$ cat src/bld_pkg.sv
// ----------------------------------------------------------------------------
// bld_pkg
// Shared types, constants and functions of the binary log deframer.
// ----------------------------------------------------------------------------
package bld_pkg;

    localparam int CNT_W            = 17;
    localparam int CRC_BYTES        = 4;
    localparam int LANE_W           = 2;
    localparam int CFG_IDX_W        = 2;
    localparam int CFG_DATA_W       = 8;
    localparam int DEF_LONG_HDR     = 28;
    localparam int DEF_SHORT_HDR    = 12;
    localparam int DEF_QUEUE_DEPTH  = 4;
    localparam logic [31:0] CRC_POLY = 32'hEDB8_8320;

    localparam logic [7:0] SYNC_FIRST_RST  = 8'd170;
    localparam logic [7:0] SYNC_SECOND_RST = 8'd68;
    localparam logic [7:0] SYNC_LONG_RST   = 8'd18;
    localparam logic [7:0] SYNC_SHORT_RST  = 8'd19;

    typedef enum logic [1:0] {
        REG_SYNC_FIRST  = 2'd0,
        REG_SYNC_SECOND = 2'd1,
        REG_SYNC_LONG   = 2'd2,
        REG_SYNC_SHORT  = 2'd3
    } t_cfg_idx;

    typedef enum logic [2:0] {
        PH_HUNT   = 3'd0,
        PH_SYNC1  = 3'd1,
        PH_SYNC2  = 3'd2,
        PH_HEADER = 3'd3,
        PH_BODY   = 3'd4
    } t_phase;

    typedef enum logic [2:0] {
        OP_CRC_FIRST   = 3'd0,
        OP_CRC         = 3'd1,
        OP_FRAME_START = 3'd2,
        OP_HEADER      = 3'd3,
        OP_PAYLOAD     = 3'd4,
        OP_CRC_RX      = 3'd5,
        OP_CRC_LAST    = 3'd6
    } t_op;

    typedef enum logic [2:0] {
        SEL_NONE    = 3'd0,
        SEL_ID      = 3'd1,
        SEL_LEN     = 3'd2,
        SEL_LEN_ALL = 3'd3,
        SEL_WEEK    = 3'd4,
        SEL_MS      = 3'd5
    } t_hdr_sel;

    typedef enum logic [1:0] {
        KIND_PAYLOAD  = 2'd0,
        KIND_CRC_GOOD = 2'd1,
        KIND_CRC_BAD  = 2'd2
    } t_kind;

    typedef struct packed {
        logic [7:0] sync_first;
        logic [7:0] sync_second;
        logic [7:0] sync_long;
        logic [7:0] sync_short;
    } t_cfg;

    typedef struct packed {
        t_hdr_sel          sel;
        logic [LANE_W-1:0] lane;
    } t_hdr_field;

    typedef struct packed {
        t_op               op;
        logic [7:0]        data;
        t_hdr_field        field;
        logic              is_long;
    } t_item;

    typedef struct packed {
        t_kind       kind;
        logic [7:0]  payload_byte;
        logic        is_long_header;
        logic [15:0] msg_id;
        logic [15:0] msg_len;
        logic [15:0] week_num;
        logic [31:0] week_ms;
    } t_result;

    function automatic logic [31:0] crc_byte(input logic [31:0] crc, input logic [7:0] b);
        logic [7:0]  x;
        logic [31:0] w;
        x = crc[7:0] ^ b;
        w = {24'd0, x};
        for (int k = 0; k < 8; k++) begin
            w = w[0] ? ((w >> 1) ^ CRC_POLY) : (w >> 1);
        end
        return {8'd0, crc[31:8]} ^ w;
    endfunction

    function automatic t_hdr_field hdr_field(input logic is_long, input logic [CNT_W-1:0] off);
        t_hdr_field f;
        f.sel  = SEL_NONE;
        f.lane = '0;
        if (is_long) begin
            unique case (off)
                17'd4:  begin f.sel = SEL_ID;   f.lane = 2'd0; end
                17'd5:  begin f.sel = SEL_ID;   f.lane = 2'd1; end
                17'd8:  begin f.sel = SEL_LEN;  f.lane = 2'd0; end
                17'd9:  begin f.sel = SEL_LEN;  f.lane = 2'd1; end
                17'd14: begin f.sel = SEL_WEEK; f.lane = 2'd0; end
                17'd15: begin f.sel = SEL_WEEK; f.lane = 2'd1; end
                17'd16: begin f.sel = SEL_MS;   f.lane = 2'd0; end
                17'd17: begin f.sel = SEL_MS;   f.lane = 2'd1; end
                17'd18: begin f.sel = SEL_MS;   f.lane = 2'd2; end
                17'd19: begin f.sel = SEL_MS;   f.lane = 2'd3; end
                default: f.sel = SEL_NONE;
            endcase
        end else begin
            unique case (off)
                17'd3:  begin f.sel = SEL_LEN_ALL; f.lane = 2'd0; end
                17'd4:  begin f.sel = SEL_ID;      f.lane = 2'd0; end
                17'd5:  begin f.sel = SEL_ID;      f.lane = 2'd1; end
                17'd6:  begin f.sel = SEL_WEEK;    f.lane = 2'd0; end
                17'd7:  begin f.sel = SEL_WEEK;    f.lane = 2'd1; end
                17'd8:  begin f.sel = SEL_MS;      f.lane = 2'd0; end
                17'd9:  begin f.sel = SEL_MS;      f.lane = 2'd1; end
                17'd10: begin f.sel = SEL_MS;      f.lane = 2'd2; end
                17'd11: begin f.sel = SEL_MS;      f.lane = 2'd3; end
                default: f.sel = SEL_NONE;
            endcase
        end
        return f;
    endfunction

    function automatic logic [15:0] put16(input logic [15:0] v, input logic [7:0] b,
                                          input logic lane);
        return lane ? {b, v[7:0]} : {v[15:8], b};
    endfunction

    function automatic logic [31:0] put32(input logic [31:0] v, input logic [7:0] b,
                                          input logic [LANE_W-1:0] lane);
        logic [31:0] r;
        r = v;
        unique case (lane)
            2'd0: r[7:0]   = b;
            2'd1: r[15:8]  = b;
            2'd2: r[23:16] = b;
            2'd3: r[31:24] = b;
        endcase
        return r;
    endfunction

endpackage

$ cat src/bld_front.sv
// ----------------------------------------------------------------------------
// bld_front
// Sync hunt and frame framing: classifies each byte into a back-end operation.
// ----------------------------------------------------------------------------
module bld_front #(
    parameter int LONG_HEADER_BYTES  = bld_pkg::DEF_LONG_HDR,
    parameter int SHORT_HEADER_BYTES = bld_pkg::DEF_SHORT_HDR
) (
    input  logic           i_clk,
    input  logic           i_rst_n,
    input  logic           i_valid,
    output logic           o_ready,
    input  logic [7:0]     i_byte,
    input  bld_pkg::t_cfg  i_cfg,
    input  logic           i_room,
    output logic           o_push,
    output bld_pkg::t_item o_item
);
    import bld_pkg::*;

    localparam logic [CNT_W-1:0] HDR_LONG  = CNT_W'(LONG_HEADER_BYTES);
    localparam logic [CNT_W-1:0] HDR_SHORT = CNT_W'(SHORT_HEADER_BYTES);

    t_phase           r_phase, n_phase;
    logic [CNT_W-1:0] r_count, n_count;
    logic [CNT_W-1:0] r_pay_end, n_pay_end;
    logic             r_long, n_long;
    logic [15:0]      r_len, n_len;

    logic             w_fire;
    logic             w_hit_first, w_hit_second, w_hit_long, w_hit_short;
    logic [CNT_W-1:0] w_hdr, w_cnt_inc, w_frame_end;
    logic             w_in_pay;
    t_hdr_field       w_field;

    assign o_ready      = i_room;
    assign w_fire       = i_valid && i_room;
    assign w_hit_first  = (i_byte == i_cfg.sync_first);
    assign w_hit_second = (i_byte == i_cfg.sync_second);
    assign w_hit_long   = (i_byte == i_cfg.sync_long);
    assign w_hit_short  = (i_byte == i_cfg.sync_short);
    assign w_hdr        = r_long ? HDR_LONG : HDR_SHORT;
    assign w_cnt_inc    = r_count + 1'b1;
    assign w_frame_end  = r_pay_end + CNT_W'(CRC_BYTES);
    assign w_in_pay     = (r_count < r_pay_end);
    assign w_field      = hdr_field(r_long, r_count);

    always_comb begin
        n_phase = r_phase;
        if (w_fire) begin
            unique case (r_phase)
                PH_HUNT:   n_phase = w_hit_first ? PH_SYNC1 : PH_HUNT;
                PH_SYNC1: begin
                    if (w_hit_second) n_phase = PH_SYNC2;
                    else              n_phase = w_hit_first ? PH_SYNC1 : PH_HUNT;
                end
                PH_SYNC2: begin
                    if (w_hit_long || w_hit_short) n_phase = PH_HEADER;
                    else                           n_phase = w_hit_first ? PH_SYNC1 : PH_HUNT;
                end
                PH_HEADER: n_phase = (w_cnt_inc >= w_hdr) ? PH_BODY : PH_HEADER;
                PH_BODY: begin
                    if (!w_in_pay && (w_cnt_inc >= w_frame_end)) n_phase = PH_HUNT;
                end
                default:   n_phase = PH_HUNT;
            endcase
        end
    end

    always_comb begin
        n_count          = r_count;
        n_pay_end        = r_pay_end;
        n_long           = r_long;
        n_len            = r_len;
        o_push           = 1'b0;
        o_item.op        = OP_CRC;
        o_item.data      = i_byte;
        o_item.field     = w_field;
        o_item.is_long   = r_long;
        if (w_fire) begin
            priority case (1'b1)
                (r_phase == PH_SYNC1) && w_hit_second: begin
                    n_count   = CNT_W'(2);
                    o_push    = 1'b1;
                    o_item.op = OP_CRC;
                end
                (r_phase == PH_SYNC2) && (w_hit_long || w_hit_short): begin
                    n_count        = CNT_W'(3);
                    n_long         = w_hit_long;
                    n_len          = '0;
                    o_push         = 1'b1;
                    o_item.op      = OP_FRAME_START;
                    o_item.is_long = w_hit_long;
                end
                (r_phase == PH_HEADER): begin
                    n_count   = w_cnt_inc;
                    if (w_field.sel == SEL_LEN)     n_len = put16(r_len, i_byte, w_field.lane[0]);
                    if (w_field.sel == SEL_LEN_ALL) n_len = {8'd0, i_byte};
                    n_pay_end = w_hdr + {1'b0, n_len};
                    o_push    = 1'b1;
                    o_item.op = OP_HEADER;
                end
                (r_phase == PH_BODY): begin
                    o_push = 1'b1;
                    if (w_in_pay) begin
                        n_count   = w_cnt_inc;
                        o_item.op = OP_PAYLOAD;
                    end else begin
                        o_item.field.sel  = SEL_NONE;
                        o_item.field.lane = LANE_W'(r_count - r_pay_end);
                        if (w_cnt_inc >= w_frame_end) begin
                            n_count   = '0;
                            o_item.op = OP_CRC_LAST;
                        end else begin
                            n_count   = w_cnt_inc;
                            o_item.op = OP_CRC_RX;
                        end
                    end
                end
                default: begin
                    n_count   = w_hit_first ? CNT_W'(1) : '0;
                    o_push    = w_hit_first;
                    o_item.op = OP_CRC_FIRST;
                end
            endcase
        end
    end

    always_ff @(posedge i_clk) begin
        if (!i_rst_n) begin
            r_phase   <= PH_HUNT;
            r_count   <= '0;
            r_pay_end <= '0;
            r_long    <= 1'b0;
            r_len     <= '0;
        end else begin
            r_phase   <= n_phase;
            r_count   <= n_count;
            r_pay_end <= n_pay_end;
            r_long    <= n_long;
            r_len     <= n_len;
        end
    end

endmodule

$ cat src/bld_queue.sv
// ----------------------------------------------------------------------------
// bld_queue
// Small first-in first-out queue of operations between front and back.
// ----------------------------------------------------------------------------
module bld_queue #(
    parameter int DEPTH = bld_pkg::DEF_QUEUE_DEPTH
) (
    input  logic           i_clk,
    input  logic           i_rst_n,
    input  logic           i_push,
    input  bld_pkg::t_item i_item,
    output logic           o_room,
    input  logic           i_pop,
    output logic           o_valid,
    output bld_pkg::t_item o_item
);
    import bld_pkg::*;

    localparam int PTR_W = $clog2(DEPTH);
    localparam int CNT_Q = $clog2(DEPTH + 1);

    t_item            r_mem [DEPTH];
    logic [PTR_W-1:0] r_wptr, n_wptr;
    logic [PTR_W-1:0] r_rptr, n_rptr;
    logic [CNT_Q-1:0] r_fill, n_fill;
    logic             w_push, w_pop;

    assign o_room  = (r_fill != CNT_Q'(DEPTH));
    assign o_valid = (r_fill != '0);
    assign o_item  = r_mem[r_rptr];
    assign w_push  = i_push && o_room;
    assign w_pop   = i_pop && o_valid;

    always_comb begin
        n_wptr = r_wptr;
        n_rptr = r_rptr;
        n_fill = r_fill;
        if (w_push) n_wptr = (r_wptr == PTR_W'(DEPTH - 1)) ? '0 : r_wptr + 1'b1;
        if (w_pop)  n_rptr = (r_rptr == PTR_W'(DEPTH - 1)) ? '0 : r_rptr + 1'b1;
        if (w_push && !w_pop)      n_fill = r_fill + 1'b1;
        else if (!w_push && w_pop) n_fill = r_fill - 1'b1;
    end

    always_ff @(posedge i_clk) begin
        if (!i_rst_n) begin
            r_wptr <= '0;
            r_rptr <= '0;
            r_fill <= '0;
        end else begin
            r_wptr <= n_wptr;
            r_rptr <= n_rptr;
            r_fill <= n_fill;
        end
    end

    always_ff @(posedge i_clk) begin
        if (w_push) begin
            r_mem[r_wptr] <= i_item;
        end
    end

endmodule

$ cat src/bld_back.sv
// ----------------------------------------------------------------------------
// bld_back
// CRC engine and header capture; drives the registered result stage.
// ----------------------------------------------------------------------------
module bld_back (
    input  logic             i_clk,
    input  logic             i_rst_n,
    input  logic             i_valid,
    input  bld_pkg::t_item   i_item,
    output logic             o_pop,
    output logic             o_out_valid,
    input  logic             i_out_ready,
    output bld_pkg::t_result o_out
);
    import bld_pkg::*;

    logic [31:0] r_crc, n_crc;
    logic [31:0] r_crc_rx, n_crc_rx;
    logic        r_long, n_long;
    logic [15:0] r_id, n_id;
    logic [15:0] r_len, n_len;
    logic [15:0] r_week, n_week;
    logic [31:0] r_ms, n_ms;
    logic        r_out_valid, n_out_valid;
    t_result     r_out, n_out;

    logic        w_emits, w_slot;
    logic [31:0] w_crc_next, w_rx_next;

    assign w_emits    = (i_item.op == OP_PAYLOAD) || (i_item.op == OP_CRC_LAST);
    assign w_slot     = !r_out_valid || i_out_ready;
    assign o_pop      = i_valid && (!w_emits || w_slot);
    assign w_crc_next = crc_byte(r_crc, i_item.data);
    assign w_rx_next  = put32(r_crc_rx, i_item.data, i_item.field.lane);

    always_comb begin
        n_crc       = r_crc;
        n_crc_rx    = r_crc_rx;
        n_long      = r_long;
        n_id        = r_id;
        n_len       = r_len;
        n_week      = r_week;
        n_ms        = r_ms;
        n_out_valid = r_out_valid && !i_out_ready;
        n_out       = r_out;
        if (o_pop) begin
            unique case (i_item.op)
                OP_CRC_FIRST: begin
                    n_crc    = crc_byte(32'd0, i_item.data);
                    n_crc_rx = '0;
                end
                OP_CRC: n_crc = w_crc_next;
                OP_FRAME_START: begin
                    n_crc  = w_crc_next;
                    n_long = i_item.is_long;
                    n_id   = '0;
                    n_len  = '0;
                    n_week = '0;
                    n_ms   = '0;
                end
                OP_HEADER: begin
                    n_crc = w_crc_next;
                    unique case (i_item.field.sel)
                        SEL_ID:      n_id   = put16(r_id, i_item.data, i_item.field.lane[0]);
                        SEL_LEN:     n_len  = put16(r_len, i_item.data, i_item.field.lane[0]);
                        SEL_LEN_ALL: n_len  = {8'd0, i_item.data};
                        SEL_WEEK:    n_week = put16(r_week, i_item.data, i_item.field.lane[0]);
                        SEL_MS:      n_ms   = put32(r_ms, i_item.data, i_item.field.lane);
                        default:     n_id   = r_id;
                    endcase
                end
                OP_PAYLOAD: begin
                    n_crc              = w_crc_next;
                    n_out_valid        = 1'b1;
                    n_out.kind         = KIND_PAYLOAD;
                    n_out.payload_byte = i_item.data;
                end
                OP_CRC_RX: n_crc_rx = w_rx_next;
                OP_CRC_LAST: begin
                    n_crc              = '0;
                    n_crc_rx           = '0;
                    n_out_valid        = 1'b1;
                    n_out.kind         = (w_rx_next == r_crc) ? KIND_CRC_GOOD : KIND_CRC_BAD;
                    n_out.payload_byte = '0;
                end
                default: n_crc = r_crc;
            endcase
            if (w_emits) begin
                n_out.is_long_header = r_long;
                n_out.msg_id         = r_id;
                n_out.msg_len        = r_len;
                n_out.week_num       = r_week;
                n_out.week_ms        = r_ms;
            end
        end
    end

    always_ff @(posedge i_clk) begin
        if (!i_rst_n) begin
            r_crc       <= '0;
            r_crc_rx    <= '0;
            r_long      <= 1'b0;
            r_id        <= '0;
            r_len       <= '0;
            r_week      <= '0;
            r_ms        <= '0;
            r_out_valid <= 1'b0;
        end else begin
            r_crc       <= n_crc;
            r_crc_rx    <= n_crc_rx;
            r_long      <= n_long;
            r_id        <= n_id;
            r_len       <= n_len;
            r_week      <= n_week;
            r_ms        <= n_ms;
            r_out_valid <= n_out_valid;
        end
    end

    always_ff @(posedge i_clk) begin
        r_out <= n_out;
    end

    assign o_out_valid = r_out_valid;
    assign o_out       = r_out;

endmodule

$ cat src/binary_log_deframer_crc32.sv
// ----------------------------------------------------------------------------
// binary_log_deframer_crc32
// Deframes a binary log byte stream, captures header fields, checks CRC-32.
// ----------------------------------------------------------------------------
// Throughput: one byte per cycle while the output accepts results and the queue
// has room. Path: a byte taken at the input is written into the queue, and the
// back end then moves its result into the output register. Output stalls back
// up through the queue to the input.
// Reset: synchronous, active low; sync registers return to 170, 68, 18, 19.
// ----------------------------------------------------------------------------
module binary_log_deframer_crc32 #(
    parameter int LONG_HEADER_BYTES  = bld_pkg::DEF_LONG_HDR,
    parameter int SHORT_HEADER_BYTES = bld_pkg::DEF_SHORT_HDR,
    parameter int QUEUE_DEPTH        = bld_pkg::DEF_QUEUE_DEPTH
) (
    input  logic                             i_clk,
    input  logic                             i_rst_n,
    input  logic                             s_axis_tvalid,
    output logic                             s_axis_tready,
    input  logic [7:0]                       s_axis_tdata,   // [7:0] stream_byte
    output logic                             m_axis_tvalid,
    input  logic                             m_axis_tready,
    // [7:0] payload_byte, [8] is_long_header, [24:9] msg_id,
    // [40:25] msg_len, [56:41] week_num, [88:57] week_ms
    output logic [95:0]                      m_axis_tdata,
    output logic [1:0]                       m_axis_tuser,   // [1:0] result_kind
    input  logic                             i_cfg_we,
    input  logic [bld_pkg::CFG_IDX_W-1:0]    i_cfg_idx,
    input  logic [bld_pkg::CFG_DATA_W-1:0]   i_cfg_data
);
    import bld_pkg::*;

    t_cfg    r_cfg;
    logic    w_room, w_push, w_q_valid, w_pop;
    t_item   w_push_item, w_q_item;
    t_result w_out;

    always_ff @(posedge i_clk) begin
        if (!i_rst_n) begin
            r_cfg.sync_first  <= SYNC_FIRST_RST;
            r_cfg.sync_second <= SYNC_SECOND_RST;
            r_cfg.sync_long   <= SYNC_LONG_RST;
            r_cfg.sync_short  <= SYNC_SHORT_RST;
        end else if (i_cfg_we) begin
            unique case (t_cfg_idx'(i_cfg_idx))
                REG_SYNC_FIRST:  r_cfg.sync_first  <= i_cfg_data;
                REG_SYNC_SECOND: r_cfg.sync_second <= i_cfg_data;
                REG_SYNC_LONG:   r_cfg.sync_long   <= i_cfg_data;
                REG_SYNC_SHORT:  r_cfg.sync_short  <= i_cfg_data;
            endcase
        end
    end

    bld_front #(
        .LONG_HEADER_BYTES  (LONG_HEADER_BYTES),
        .SHORT_HEADER_BYTES (SHORT_HEADER_BYTES)
    ) u_front (
        .i_clk   (i_clk),
        .i_rst_n (i_rst_n),
        .i_valid (s_axis_tvalid),
        .o_ready (s_axis_tready),
        .i_byte  (s_axis_tdata),
        .i_cfg   (r_cfg),
        .i_room  (w_room),
        .o_push  (w_push),
        .o_item  (w_push_item)
    );

    bld_queue #(
        .DEPTH (QUEUE_DEPTH)
    ) u_queue (
        .i_clk   (i_clk),
        .i_rst_n (i_rst_n),
        .i_push  (w_push),
        .i_item  (w_push_item),
        .o_room  (w_room),
        .i_pop   (w_pop),
        .o_valid (w_q_valid),
        .o_item  (w_q_item)
    );

    bld_back u_back (
        .i_clk       (i_clk),
        .i_rst_n     (i_rst_n),
        .i_valid     (w_q_valid),
        .i_item      (w_q_item),
        .o_pop       (w_pop),
        .o_out_valid (m_axis_tvalid),
        .i_out_ready (m_axis_tready),
        .o_out       (w_out)
    );

    assign m_axis_tuser = w_out.kind;
    assign m_axis_tdata = {7'd0, w_out.week_ms, w_out.week_num, w_out.msg_len,
                           w_out.msg_id, w_out.is_long_header, w_out.payload_byte};

endmodule
$ cat config.mk
export PLATFORM = sky130hd
export DESIGN_NAME = binary_log_deframer_crc32
export DESIGN_NICKNAME = d
export VERILOG_FILES = /design/src/bld_pkg.sv /design/src/bld_front.sv /design/src/bld_queue.sv /design/src/bld_back.sv /design/src/binary_log_deframer_crc32.sv
export SDC_FILE = /design/constraint.sdc
export NUM_CORES = 1
export LEC_CHECK = 0
export BUFFER_PORTS_ARGS = -buffer_cell sky130_fd_sc_hd__buf_2
export CAP_MARGIN = 20
export CORE_ASPECT_RATIO = 1.4
export CORE_UTILIZATION = 53
export CTS_CLUSTER_SIZE = 24
export DETAILED_ROUTE_END_ITERATION = 10
export MAX_ROUTING_LAYER = met4
export PLACE_DENSITY = 0.71
export SYNTH_ARGS = -nofsm -noshare
export SYNTH_HDL_FRONTEND = slang
export SYNTH_HIERARCHICAL = 1
export SYNTH_SLANG_ARGS = --single-unit
export TNS_END_PERCENT = 20
$ cat constraint.sdc
create_clock -name i_clk -period 5.9 [get_ports i_clk]
set_input_delay 0.59 -clock i_clk [delete_from_list [all_inputs] [get_ports i_clk]]
set_output_delay 0.59 -clock i_clk [all_outputs]
set_load 0.01 [all_outputs]
Word level (Yosys, flattened, before mapping)

Memories as Yosys holds them, arrays and structs flattened. A register that Yosys moved wholly into a read port is not among the register bits.
Cells that the tools add are included.

RAM bits: 68
Memories kept: 1
Output and inout port bits: 100
Latch bits: 0
Bits of input ports: 23
Flip-flop bits (word level): 330
Memory bits (read-only): 0

Memory list:

| name          | depth | width | rd ports | clocked after memory_dff | write ports | line            | text |
|---|---|---|---|---|---|---|---|
| u_queue.r_mem | 4     | 17    | 1        | 1                        | 1           | bld_queue.sv:22 | `t_item r_mem [DEPTH];` |

Bitwise gates (word level): 20
Order comparisons: 3
Div/mod/pow operators: 0
Eq/ne operators: 59
Reductions and logical operators: 64
Shift operators: 0
Multipliers: 0
Add/sub/neg operators: 8
Multiplexer cells: 95

Operator list:

| kind                | number |
|---|---|
| $mux 32             | 17 |
| $not 13->14         | 14 |
| $mux 16             | 12 |
| $pmux 16 s2         | 4 |
| $pmux 32 s2         | 2 |
| $eq 17x4->1 const B | 6 |
| $mux 17             | 6 |
| $pmux 32 s3         | 1 |
| $eq 17x3->1 const B | 4 |
| $eq 17x5->1 const B | 4 |
| $mux 8              | 8 |
| $reduce_and 4->1    | 11 |
| $mux 3              | 12 |
| $mux 5              | 7 |
| $ge 17x17->1        | 2 |
| $eq 32x32->1        | 1 |
| $eq 8x8->1          | 4 |
| $xor 24x32->32      | 1 |
| $not 1->14          | 2 |
| $eq 3x2->1 const B  | 8 |
| $pmux 3 s4          | 2 |
| $pmux 10 s2         | 1 |
| $reduce_and 2->1    | 10 |
| $eq 3x3->1 const B  | 6 |
| 34 further kinds    | 104 |

Depth between registers and ports, before layout

Gate-level depths: netlist of the first run.

Depth in word-level cells: 19
Gate-level depth with buffers: 17
Mapped depth without buffers: 16

Hierarchy

Netlist of the first run, hierarchy kept.

Modules (own cells, without submodules):

| module                    | cells an instance | seq. area each (um^2) | area each (um^2) | times used |
|---|---|---|---|---|
| bld_back                  | 941               | 5655.4                | 10805.4          | 1 |
| bld_front                 | 663               | 1081.0                | 5156.2           | 1 |
| bld_queue                 | 140               | 2222.1                | 2937.8           | 1 |
| binary_log_deframer_crc32 | 136               | 640.6                 | 1333.8           | 1 |

Worst setup path before layout of the first run

Ideal clock, no wire load.

Path kind: register to register
Start: reg (tool-made name)
End: reg u_back.r_out, in the netlist u_back/o_out[0], enable pin
Buffers on the path: 4
Required time: 5.440 ns
Cell stages (with the launch flop): 9
Library setup time: 0.460 ns
Arrival time: 4.069 ns
Slack: 1.371 ns
Path through: dfxtp_1 > clkbuf_2 > buf_1 > mux4_2 > clkbuf_1 > clkbuf_1 > nor2_1 > a21boi_0 > and2_1

RTL lines:

| item                 | line            | text |
|---|---|---|
| end signal, assigned | bld_back.sv:121 | `r_out <= n_out;` |
| end, declared        | bld_back.sv:25  | `t_result r_out, n_out;` |

Worst setup path in the final report of the first run

Start: reg u_front.r_count[0]
End: reg u_front.r_count[3]

Longest elaborated chain between the ends: 8
Elaborated cells on any way between the ends: 9

Ends and longest elaborated chain:

| item                   | line             | text |
|---|---|---|
| start, declared        | bld_front.sv:25  | `logic [CNT_W-1:0] r_count, n_count;` |
| start signal, assigned | bld_front.sv:138 | `r_count <= n_count;` |
| $add 17x1->17          | bld_front.sv:43  | `assign w_cnt_inc = r_count + 1'b1;` |
| $ge 17x17->1           | bld_front.sv:111 | `if (w_cnt_inc >= w_frame_end) begin` |
| $mux 17                | bld_front.sv:111 |  |
| $mux 17                | bld_front.sv:105 | `if (w_in_pay) begin` |
| $mux 17                | bld_front.sv:81  | `priority case (1'b1)` |
| $mux 17 * (3 in a row) | bld_front.sv:81  |  |

Mark *: on every way between the ends. The rest lies on a longest branch, timed or not.
A chain may end at the register's enable or synchronous reset.

==> results of run 1 <==
## registers in the layout (all words and copies together) (netlist names), named ones only
name                count
u_queue/r_fill          3
u_queue/r_mem          68
u_back/r_crc_rx        32
u_queue/r_wptr          2
r_cfg                  32
u_back/r_crc           32
u_back/o_out_valid      1
u_back/r_len           16
u_front/r_len          16
u_front/r_phase         3
u_front/r_long          1
u_queue/r_rptr          2
u_front/r_pay_end      17
u_back/r_ms            32
u_back/r_id            16
u_back/o_out           91
u_front/r_count        17
u_back/r_long           1
u_back/r_week          16
## logic make-up after synthesis
| group | Yosys count | share of synthesized area, % |
|---|---|---|
| AND/OR/NAND/NOR | 564 | 15.4 |
| flip-flops | 400 | 47.4 |
| multiplexers | 127 | 7.38 |
| adder cells (fa/ha/maj) | 49 | 3.07 |
| buffers and inverters | 190 | 4.36 |
| other | 1 | 0.0185 |
| AO/OA/AOI/OAI | 332 | 11.6 |
| XOR/XNOR | 217 | 10.7 |
## per-stage QoR
step	instances	utilization (%)	hold WS, ps
2_1_floorplan	1886	-	402
3_3_place_gp	2343	55.4	410
3_5_place_dp	2343	55.4	412
4_1_cts	2415	59.1	288
5_1_grt	2415	59.1	310
6_report	2415	59.1	300
## path summary, 6_finish.rpt
kind / from / end / slack (ps)
worst max register to register: u_front/r_count[0] / u_front/r_count[3] / 1260
worst max-delay path: u_front/r_count[0] / u_front/r_count[3] / 1260
worst min-delay path: i_cfg_data[1] / r_cfg[17] / 300
worst min register to register: u_back/r_ms[8] / u_back/o_out[8] / 430
## Yosys cell counts, types with 8 or more instances
| cell | number |
|---|---|
| sky130_fd_sc_hd__dfxtp_1 | 241 |
| sky130_fd_sc_hd__edfxtp_1 | 159 |
| sky130_fd_sc_hd__xnor2_1 | 155 |
| sky130_fd_sc_hd__nor2b_1 | 133 |
| sky130_fd_sc_hd__mux2i_1 | 106 |
| sky130_fd_sc_hd__nand2_1 | 102 |
| sky130_fd_sc_hd__nor2_1 | 89 |
| sky130_fd_sc_hd__clkbuf_1 | 78 |
| sky130_fd_sc_hd__o21ai_0 | 68 |
| sky130_fd_sc_hd__a22oi_1 | 64 |
| sky130_fd_sc_hd__ha_1 | 48 |
| sky130_fd_sc_hd__inv_1 | 44 |
| sky130_fd_sc_hd__xor2_1 | 43 |
| sky130_fd_sc_hd__nand3_1 | 38 |
| sky130_fd_sc_hd__a21oi_1 | 35 |
| sky130_fd_sc_hd__nand4_1 | 32 |
| sky130_fd_sc_hd__and2_1 | 30 |
| sky130_fd_sc_hd__buf_2 | 29 |
| sky130_fd_sc_hd__nor3_1 | 28 |
| sky130_fd_sc_hd__a221oi_1 | 22 |
| sky130_fd_sc_hd__nor4_1 | 22 |
| sky130_fd_sc_hd__buf_4 | 21 |
| sky130_fd_sc_hd__mux4_2 | 17 |
| sky130_fd_sc_hd__a21boi_0 | 16 |
| sky130_fd_sc_hd__nor3b_1 | 16 |
| sky130_fd_sc_hd__nand2b_1 | 15 |
| sky130_fd_sc_hd__o211ai_1 | 12 |
| sky130_fd_sc_hd__o21ai_1 | 12 |
| sky130_fd_sc_hd__o22ai_1 | 12 |
| sky130_fd_sc_hd__and3_1 | 10 |
| sky130_fd_sc_hd__buf_1 | 10 |
| sky130_fd_sc_hd__o211a_1 | 9 |
| sky130_fd_sc_hd__a21o_1 | 8 |
| sky130_fd_sc_hd__a32oi_1 | 8 |
## critical path, cell delays in order (launching register included)
cell                       delay, ps
sky130_fd_sc_hd__dfxtp_1         570
sky130_fd_sc_hd__ha_1            500
sky130_fd_sc_hd__nand4_1         310
sky130_fd_sc_hd__nor4_1          350
sky130_fd_sc_hd__buf_4           200
sky130_fd_sc_hd__nand4_1         110
sky130_fd_sc_hd__xnor2_1         190
sky130_fd_sc_hd__ha_1            320
sky130_fd_sc_hd__o21a_1          140
sky130_fd_sc_hd__o211ai_1        100
sky130_fd_sc_hd__nor3_1          200
sky130_fd_sc_hd__o21ai_0         110
sky130_fd_sc_hd__o211ai_1        200
sky130_fd_sc_hd__o22ai_1         300
sky130_fd_sc_hd__o31ai_1         670
sky130_fd_sc_hd__o22ai_1         190
## where the power goes
group | internal (uW) | switching (uW) | total [uW]
sequential | 2890 | 27.1 | 2920
combinational | 143 | 185 | 329
clock | 1580 | 1120 | 2700
## metal layers
metal	GRT usage [%]	wire length [um]
met5	-	0
met4	9.40	1550
met3	2.81	1670
met2	46.0	25300
met1	28.7	19500
## cell type report
class | instances | area share, %
multi-input cells | 1296 | 44.0
well taps | 473 | 2.66
flip-flops and latches | 400 | 43.2
inverters | 44 | 0.743
repair buffers | 130 | 3.12
clock buffers | 48 | 4.63
clock inverters | 24 | 1.64
==> parameters.txt, run 1 <==
Parameter                              Value

Floorplan
  Core Rows    84
  Core Box Area    0.0376 mm2
  Io pins    123
  Vertical die dimension    233 um
  Width of the chip    167 um
  Initial Utilization    53.8%
  Full die area    0.0390 mm2

Synth
  Async set-reset flop share out of synthesis    0%
  Netlist cell types    94
  Count of flip-flops with a built-in enable after synthesis    159
  Most area-hungry cell type in the Yosys netlist    sky130_fd_sc_hd__dfxtp_1
  Fraction of synthesized cell area taken by the top area cell type    23.8%
  Combined area of all synthesized cells    0.0202 mm2
  Yosys warning total    6
  Most used flip-flop cell after synthesis    sky130_fd_sc_hd__dfxtp_1
  Post-Syn Instances    1880
  Register area share after synthesis    47.4%
  Mean Syn Cell Area    10.8 um2
  Register bit total from synthesis    400
  Cell types with the largest area share after synthesis    sky130_fd_sc_hd__dfxtp_1, sky130_fd_sc_hd__edfxtp_1, sky130_fd_sc_hd__xnor2_1

Global routing
  Pin count of the biggest net entering global routing    125
  Wire length of the first global-routing pass    75900 um
  Antenna violations before repair    0
  Aggregate global routing overflow    0
  Via count of the first global-routing pass    13700
  Overall global routing resource usage    25.3%

Critical path
  R2r worst-path depth    15
  Sort of element at the end of the critical path    flop
  Worst Setup Path Type    flop to flop
  Category of the worst setup path launch point    flop
  Critical path peak fanout    12
  CP arrival    5030 ps
  Critical path data required time    6290 ps

Drt
  Vias/cell    5.88
  First-pass iteration count of the detailed router    8
  Post-route antenna net violation count    0
  Final routed DRC violation total    0
  Via count    14200
  Number of DRC markers in iteration 0    984
  Overall routed net length    48000 um
  Routed wire per std cell    19.9 um

Timing
  Number of pins exceeding their max-slew limit in the final report    0
  FMAX    215 MHz
  Crit share post-route    78.7%
  Crit path time final    4640 ps
  Final worst setup slack    1260 ps
  Final count of negative-setup-slack endpoints    0
  Setup TNS    0 ps
  Worst clock skew    17.2 ps
  Unrepaired setup endpoints after global routing    false
  Final Hold Violating Endpoints    0
  Headroom to the max-slew limit    29.3%
  Transition time of the tightest slew-check pin    1050 ps

Clock tree
  Clock transition time at the flip-flop clock pins of the worst setup and hold paths    60 ps
  Total CTS buffers    39
  Root cell of the clock tree    sky130_fd_sc_hd__clkbuf_16
  Clock insertion delay at the later pin of the skew report    560 ps
  Post-cts sizing count    0
  Number of sinks driven by the clock tree    400
  H-tree levels    2
  Count of buffers added by post-CTS timing repair for setup    0
  CTS tree    done
  Max clock buf depth    3
  CTS Hold Bufs    0

Finish
  Most frequent standard cell in the layout excluding fill and tap cells    sky130_fd_sc_hd__dfxtp_1
  Ant diodes    0
  Nets    1983
  Commonest cells after routing, fill and taps aside    sky130_fd_sc_hd__dfxtp_1, sky130_fd_sc_hd__edfxtp_1, sky130_fd_sc_hd__xnor2_1, sky130_fd_sc_hd__nor2b_1, sky130_fd_sc_hd__buf_2
  Area Growth Syn to Fin    9.89%
  Fraction of final layout cells with drive strength greater than 1    13.5%
  Fill cell count    3141
  Multi-input logic area    0.00979 mm2
  Total area of sequential cells    0.00960 mm2
  Area of all placed cells without fillers    0.0222 mm2

Worst hold path
  Min-Delay Path Depth    3
  Tightest Hold Check Type    input pin to flop

Placement
  Place WS    1380 ps
  Post-Place Cell Area    0.0208 mm2
  Port buffer count    115
  DP Wirelength    33000 um
  Last weighted congestion value of the routability-driven placer    0.906

Power and ir drop
  Maximum vdd ir drop    0.000224 V
  Overall Power    5940 uW
  Power per standard cell area    267 mW/mm2
  Leakage power    0.00820 uW

Run
  Maximum Capacitance Violations    0

Status
  Outcome    finished clean
(Power assumes the default switching activity.)
==> inputs of run 2 (changes only) <==
Settings changed: ABC_AREA set to 1.
Clock period 5.9 ns to 4.35 ns, I/O delays scaled along.
==> parameters.txt, run 2 <==
Parameter                              Value

Status
  Outcome    finished clean

Floorplan
  Io pins    123 (unchanged)
  Width of the chip    167 um (-0.14%)
  Core Box Area    0.0375 mm2 (-0.28%)
  Full die area    0.0389 mm2 (-0.28%)
  Core Rows    84 (unchanged)
  Vertical die dimension    233 um (-0.14%)
  Initial Utilization    53.8% (about the same)

Critical path
  Critical register-to-register path startpoint    u_front/r_pay_end[2]
  CP arrival    4440 ps (-590 ps)
  Critical path data required time    4830 ps (-1460 ps)
  Worst Setup Path Type    flop to flop
  Critical path peak fanout    12 (unchanged)
  Launching element of the worst setup path    u_front/r_pay_end[2]
  Category of the worst setup path launch point    flop
  Sort of element at the end of the critical path    flop
  Internal reg-to-reg setup slack    390 ps (-870 ps)

Timing
  Final count of negative-setup-slack endpoints    0 (unchanged)
  Worst clock skew    18.3 ps (+1.18 ps)
  Transition time of the tightest slew-check pin    906 ps (-144 ps)
  FMAX    253 MHz (+17%)
  Crit path time final    3960 ps (-685 ps)
  Crit share post-route    91.0% (+12 points)
  Headroom to the max-slew limit    39.6% (+10 points)
  Final Hold Violating Endpoints    0 (unchanged)
  Number of pins exceeding their max-slew limit in the final report    0 (unchanged)
  Unrepaired setup endpoints after global routing    false

Synth
  Register bit total from synthesis    400 (unchanged)
  Multiplexer area fraction after synthesis    0.0558% (-7.3 points)
  Count of flip-flops with a built-in enable after synthesis    159 (unchanged)
  Mean Syn Cell Area    8.19 um2 (-24%)
  Cell with the most instances after synthesis    sky130_fd_sc_hd__nand2_1
  Async set-reset flop share out of synthesis    0% (unchanged)
  Combined area of all synthesized cells    0.0202 mm2 (-0.28%)
  Most area-hungry cell type in the Yosys netlist    sky130_fd_sc_hd__dfxtp_1
  Most used flip-flop cell after synthesis    sky130_fd_sc_hd__dfxtp_1
  Register area share after synthesis    47.6% (+0.13 points)
  Top cells by instance count after synthesis    sky130_fd_sc_hd__nand2_1, sky130_fd_sc_hd__dfxtp_1, sky130_fd_sc_hd__nor2_1
  Main combinational cell family by area after synthesis    simple AND/OR/NAND/NOR gates
  Cell types with the largest area share after synthesis    sky130_fd_sc_hd__dfxtp_1, sky130_fd_sc_hd__edfxtp_1, sky130_fd_sc_hd__nand2_1
  Post-Syn Instances    2463 (+31%)
  Fraction of synthesized cell area taken by the top area cell type    23.9% (+0.067 points)
  Netlist cell types    56 (-40%)
  Parity-gate share of the synthesized area counting xor and xnor cells    5.70% (-5.0 points)
  Arithmetic-cell share of the synthesized area counting full adders, half adders and majority gates    3.08% (+0.0086 points)
  Yosys warning total    6 (unchanged)
  Compound-cell area share of the yosys netlist    13.8% (+2.3 points)
  Post-synthesis share of cell area spent on and, or, nand and nor gates    21.9% (+6.5 points)

Drt
  Number of DRC markers in iteration 0    1288 (+31%)
  Overall routed net length    54400 um (+13%)
  Vias/cell    5.57 (-5.2%)
  Via count    17000 (+20%)
  Post-route antenna net violation count    0 (unchanged)
  Routed wire per std cell    17.8 um (-11%)
  First-pass iteration count of the detailed router    7 (-1)
  Final routed DRC violation total    0 (unchanged)

Clock tree
  Clock insertion delay at the later pin of the skew report    560 ps (about the same)
  Number of sinks driven by the clock tree    400 (unchanged)
  Clock transition time at the flip-flop clock pins of the worst setup and hold paths    60 ps (about the same)
  CTS tree    done
  Root cell of the clock tree    sky130_fd_sc_hd__clkbuf_16
  Max clock buf depth    3 (unchanged)
  Count of buffers added by post-CTS timing repair for setup    0 (unchanged)
  Post-cts sizing count    0 (unchanged)
  CTS Hold Bufs    0 (unchanged)
  H-tree levels    2 (unchanged)
  Total CTS buffers    39 (unchanged)

Placement
  DP Wirelength    39100 um (+18%)
  Port buffer count    115 (unchanged)
  Post-Place Cell Area    0.0211 mm2 (+1.3%)
  Last weighted congestion value of the routability-driven placer    0.976 (+7.7%)

Global routing
  Aggregate global routing overflow    0 (unchanged)
  Pin count of the biggest net entering global routing    92 (-26%)
  Overall global routing resource usage    28.6% (+3.3 points)
  Wire length of the first global-routing pass    85000 um (+12%)
  Via count of the first global-routing pass    16100 (+17%)
  Antenna violations before repair    0 (unchanged)

Finish
  Core occupancy in the finished layout    59.8% (+0.66 points)
  Fraction of final layout cells with drive strength greater than 1    13.3% (-0.21 points)
  Max FFs per register    91 (unchanged)
  Commonest cells after routing, fill and taps aside    sky130_fd_sc_hd__nand2_1, sky130_fd_sc_hd__dfxtp_1, sky130_fd_sc_hd__nor2_1, sky130_fd_sc_hd__inv_1, sky130_fd_sc_hd__a21oi_1
  Ant diodes    0 (unchanged)
  Most frequent standard cell in the layout excluding fill and tap cells    sky130_fd_sc_hd__nand2_1
  Nets    2629 (+33%)
  Area Growth Syn to Fin    11.1%
  Area of all placed cells without fillers    0.0224 mm2 (+0.83%)

Power and ir drop
  Maximum vdd ir drop    0.000376 V (+68%)
  Power per standard cell area    341 mW/mm2 (+27%)
  Leakage power    0.00939 uW (+15%)

Run
  Maximum Capacitance Violations    0 (unchanged)

Worst hold path
  Tightest Hold Check Type    input pin to flop
  Worst hold path startpoint    i_cfg_data[4]
-- run 2: cell types whose count changed after synthesis, sizes merged, moves of 19 or more --
cell | before | now
nand3 | 39 | 127
a22oi | 64 | 0
nor2 | 90 | 258
inv | 44 | 247
mux2i | 106 | 0
nand2 | 103 | 554
nor2b | 133 | 0
clkbuf | 79 | 44
and2 | 31 | 1
a221oi | 22 | 3
xor2 | 46 | 81
xnor2 | 165 | 46
a21oi | 37 | 224
o21ai | 83 | 203
-- run 2: through the flow --
stage                     cells  power, uW  hold slack (ps)  worst slack, ps  setup TNS (ps)
after CTS                  3061       7680              161              337               0
after global placement     2988       4250              407            -67.1            -759
after global routing       3061       7860              165             62.9               0
after detailed placement   2989       4260              410              370               0
after floorplan            2469       4190              402              567               0
final                      3061       7640              171              393               0
-- run 2: critical path: stages, from the launching register on --
cell                        delay [ps]
sky130_fd_sc_hd__dfxtp_1           370
sky130_fd_sc_hd__inv_1              90
sky130_fd_sc_hd__nor3_1            340
sky130_fd_sc_hd__nand3_1           170
sky130_fd_sc_hd__nor3_1            340
sky130_fd_sc_hd__and3_1            250
sky130_fd_sc_hd__nand3_1           110
sky130_fd_sc_hd__nor3_1            190
sky130_fd_sc_hd__xor2_1            170
sky130_fd_sc_hd__ha_1              260
sky130_fd_sc_hd__nand2_1            90
sky130_fd_sc_hd__o21ai_0           100
sky130_fd_sc_hd__a21oi_1           230
sky130_fd_sc_hd__o2111ai_2         240
sky130_fd_sc_hd__nand2_1           140
sky130_fd_sc_hd__nand2_1           100
sky130_fd_sc_hd__a21oi_2           250
sky130_fd_sc_hd__buf_4             240
sky130_fd_sc_hd__nand2_1            70
sky130_fd_sc_hd__a21oi_1           120
-- run 2: where the power goes --
part	internal (uW)	switching, uW	total (uW)
Sequential	3900	19.4	3910
Clock	1930	1530	3460
Combinational	82.1	181	263
-- run 2: cell type report --
class | count | area [um2]
Clock buffer | 44 | 995
Clock inverter | 28 | 312
Fill cell | 3315 | 15100
Inverter | 251 | 948
Multi-Input combinational cell | 1705 | 9030
Sequential cell | 400 | 9600
Tap cell | 473 | 592
Timing Repair Buffer | 160 | 941
-- run 2: routing by layer --
metal  track usage, %  routed length, um
met2             52.3              28200
met1             30.8              21100
met4             14.2               2570
met3             2.89               2440
met5                -                  0
-- run 2: worst paths after layout --
check / cells after the start / end
worst max-delay path: 19 / u_front/r_count[8]
worst min-delay path: 3 / r_cfg[12]
worst max register to register: 19 / u_front/r_count[8]
worst min register to register: 0 / u_back/o_out[11]
-- run 2: cells by family after synthesis --
group / Yosys count
and+or+nand+nor: 1024
AOI/OAI and AO/OA: 497
DFF: 400
buffers and inverters: 364
xor gates and xnor gates: 127
adders and majority gates: 49
other: 1
muxes: 1
==> inputs of run 3 (changes only) <==
Settings changed: ABC_AREA 1 to not set.
==> parameters.txt, run 3 (same netlist as run 1, synthesis figures left out) <==
Parameter                              Value

Timing
  Final count of negative-setup-slack endpoints    0 (unchanged)
  Final Hold Violating Endpoints    0 (unchanged)
  Transition time of the tightest slew-check pin    982 ps (+75.2 ps)
  Final worst setup slack    292 ps (-100 ps)
  Number of pins exceeding their max-slew limit in the final report    0 (unchanged)
  Worst clock skew    18.4 ps (+0.0644 ps)
  FMAX    246 MHz (-2.5%)
  Setup TNS    0 ps (unchanged)
  Unrepaired setup endpoints after global routing    false
  Hold slack    158 ps (-13.0 ps)
  Headroom to the max-slew limit    34.1% (-5.5 points)
  Crit path time final    4060 ps (+100 ps)
  Crit share post-route    93.3% (+2.3 points)

Clock tree
  Root cell of the clock tree    sky130_fd_sc_hd__clkbuf_16
  Total CTS buffers    39 (unchanged)
  Max clock buf depth    3 (unchanged)
  H-tree levels    2 (unchanged)
  Number of sinks driven by the clock tree    400 (unchanged)
  CTS tree    done
  Count of buffers added by post-CTS timing repair for setup    0 (unchanged)
  Clock insertion delay at the later pin of the skew report    550 ps (about the same)
  Clock transition time at the flip-flop clock pins of the worst setup and hold paths    70 ps (about the same)
  CTS Hold Bufs    0 (unchanged)

Finish
  Core occupancy in the finished layout    59.4% (-0.39 points)
  Commonest cells after routing, fill and taps aside    sky130_fd_sc_hd__dfxtp_1, sky130_fd_sc_hd__edfxtp_1, sky130_fd_sc_hd__xnor2_1, sky130_fd_sc_hd__nor2b_1, sky130_fd_sc_hd__buf_2
  Ant diodes    0 (unchanged)
  Max FFs per register    91 (unchanged)
  Area Growth Syn to Fin    10.4%
  Nets    2012 (-23%)
  Fraction of final layout cells with drive strength greater than 1    14.4% (+1.1 points)
  Most frequent standard cell in the layout excluding fill and tap cells    sky130_fd_sc_hd__dfxtp_1
  Fill cell count    3145 (-5.1%)

Drt
  Number of DRC markers in iteration 0    1083 (-16%)
  Post-route antenna net violation count    0 (unchanged)
  First-pass iteration count of the detailed router    5 (-2)
  Vias/cell    5.89 (+5.8%)
  Final routed DRC violation total    0 (unchanged)
  Overall routed net length    49400 um (-9.1%)
  Routed wire per std cell    20.2 um (+14%)
  Via count    14400 (-16%)

Global routing
  Antenna violations before repair    0 (unchanged)
  Via count of the first global-routing pass    14200 (-12%)
  Wire length of the first global-routing pass    77800 um (-8.6%)
  Overall global routing resource usage    26.1% (-2.5 points)
  Aggregate global routing overflow    0 (unchanged)
  Pin count of the biggest net entering global routing    124 (+35%)

Floorplan
  Full die area    0.0390 mm2 (+0.28%)
  Core Box Area    0.0376 mm2 (+0.28%)
  Initial Utilization    53.8% (about the same)
  Core Rows    84 (unchanged)
  Io pins    123 (unchanged)
  Width of the chip    167 um (+0.14%)
  Vertical die dimension    233 um (+0.14%)

Worst hold path
  Tightest Hold Check Type    input pin to flop
  Terminating pin of the worst hold path    r_cfg[17]
  Worst hold path startpoint    i_cfg_data[1]
  Min-Delay Path Depth    3 (unchanged)

Critical path
  CP arrival    4510 ps (+70 ps)
  Critical path peak fanout    10 (-2)
  Endpoint of the worst-slack reg-to-reg timing path    u_front/r_count[1]
  Stages on the worst setup path    15 (-4)
  Sort of element at the end of the critical path    flop
  CP max-delay cell    sky130_fd_sc_hd__dfxtp_1
  R2r worst-path depth    15 (-4)
  Cell type group with the largest total delay on the critical path    simple AND/OR/NAND/NOR gates
  Internal reg-to-reg setup slack    290 ps (-100 ps)
  Critical path data required time    4810 ps (-20 ps)
  Crit path largest cell delay    510 ps (+140 ps)
  Category of the worst setup path launch point    flop
  Worst Setup Path Type    flop to flop
  Worst-path cell chain    ha_1, nand4_1, nor4_1, nand4_1, xnor2_1, ha_1, o21a_1, o211ai_1, nor3_1, o21ai_0, o211ai_1, o22ai_1, buf_4, nor4_1, nor4b_1
  Count of buffer and inverter cells on the critical path    1 (-1)
  Critical register-to-register path startpoint    u_front/r_count[1]

Power and ir drop
  Power per standard cell area    346 mW/mm2 (+1.6%)
  Overall Power    7730 uW (+1.2%)
  Maximum vdd ir drop    0.000283 V (-25%)
  Leakage power    0.00827 uW (-12%)

Placement
  Place WS    338 ps (-32.2 ps)
  Port buffer count    115 (unchanged)
  DP Wirelength    34800 um (-11%)
  Last weighted congestion value of the routability-driven placer    0.927 (-5.0%)

Status
  Outcome    finished clean

Run
  Maximum Capacitance Violations    0 (unchanged)
-- run 3: what timing repair did --
item,CTS,global route
endpoints found under the setup margin,0,8
endpoints found under the hold margin,0,0
gates resized for setup,0,2
-- run 3: final cells by class --
type	instances	area, um2	share of cell area [%]
inverters	44	165	0.739
clock buffers	50	1030	4.60
well taps	473	592	2.65
repair buffers	159	945	4.23
flip-flops and latches	400	9600	43.0
clock inverters	21	211	0.947
multi-input cells	1296	9790	43.9
-- run 3: worst max-delay path by stage --
stage / from / endpoint
after CTS: u_front/r_count[1] / u_front/r_count[12]
after detailed placement: u_front/r_count[1] / u_front/r_count[12]
final: u_front/r_count[1] / u_front/r_count[1]
after floorplan: u_front/r_count[1] / u_front/r_count[14]
after global placement: u_front/r_count[1] / u_front/r_count[5]
after global routing: u_front/r_count[1] / u_front/r_count[6]
-- run 3: report_power, final --
group	switching [uW]	total [uW]	internal [uW]
logic	257	457	199
clock network	1450	3320	1870
registers	38.5	3960	3920
total	1740	7730	5990
-- run 3: metal layers --
metal | vias to the layer above | part of all wire, % | GRT usage [%]
met5 | - | 0 | -
li1 | 6860 | - | -
met1 | 7006 | 39 | 28.1
met4 | 0 | 4.0 | 10.6
met3 | 126 | 3.9 | 3.10
met2 | 402 | 53 | 48.5
-- run 3: worst min-delay path, delay by kind of cell --
family	cells	cell delay (ps)
buffers and inverters	1	110
multiplexers	1	60
AND/OR/NAND/NOR	1	60
-- run 3: metrics by stage --
| step | cell area, um2 | instances |
|---|---|---|
| 3_5_place_dp | 21100 | 2371 |
| 6_report | 22300 | 2443 |
| 4_1_cts | 22300 | 2442 |
| 3_3_place_gp | 21100 | 2371 |
| 5_1_grt | 22300 | 2443 |
| 2_1_floorplan | 20300 | 1886 |
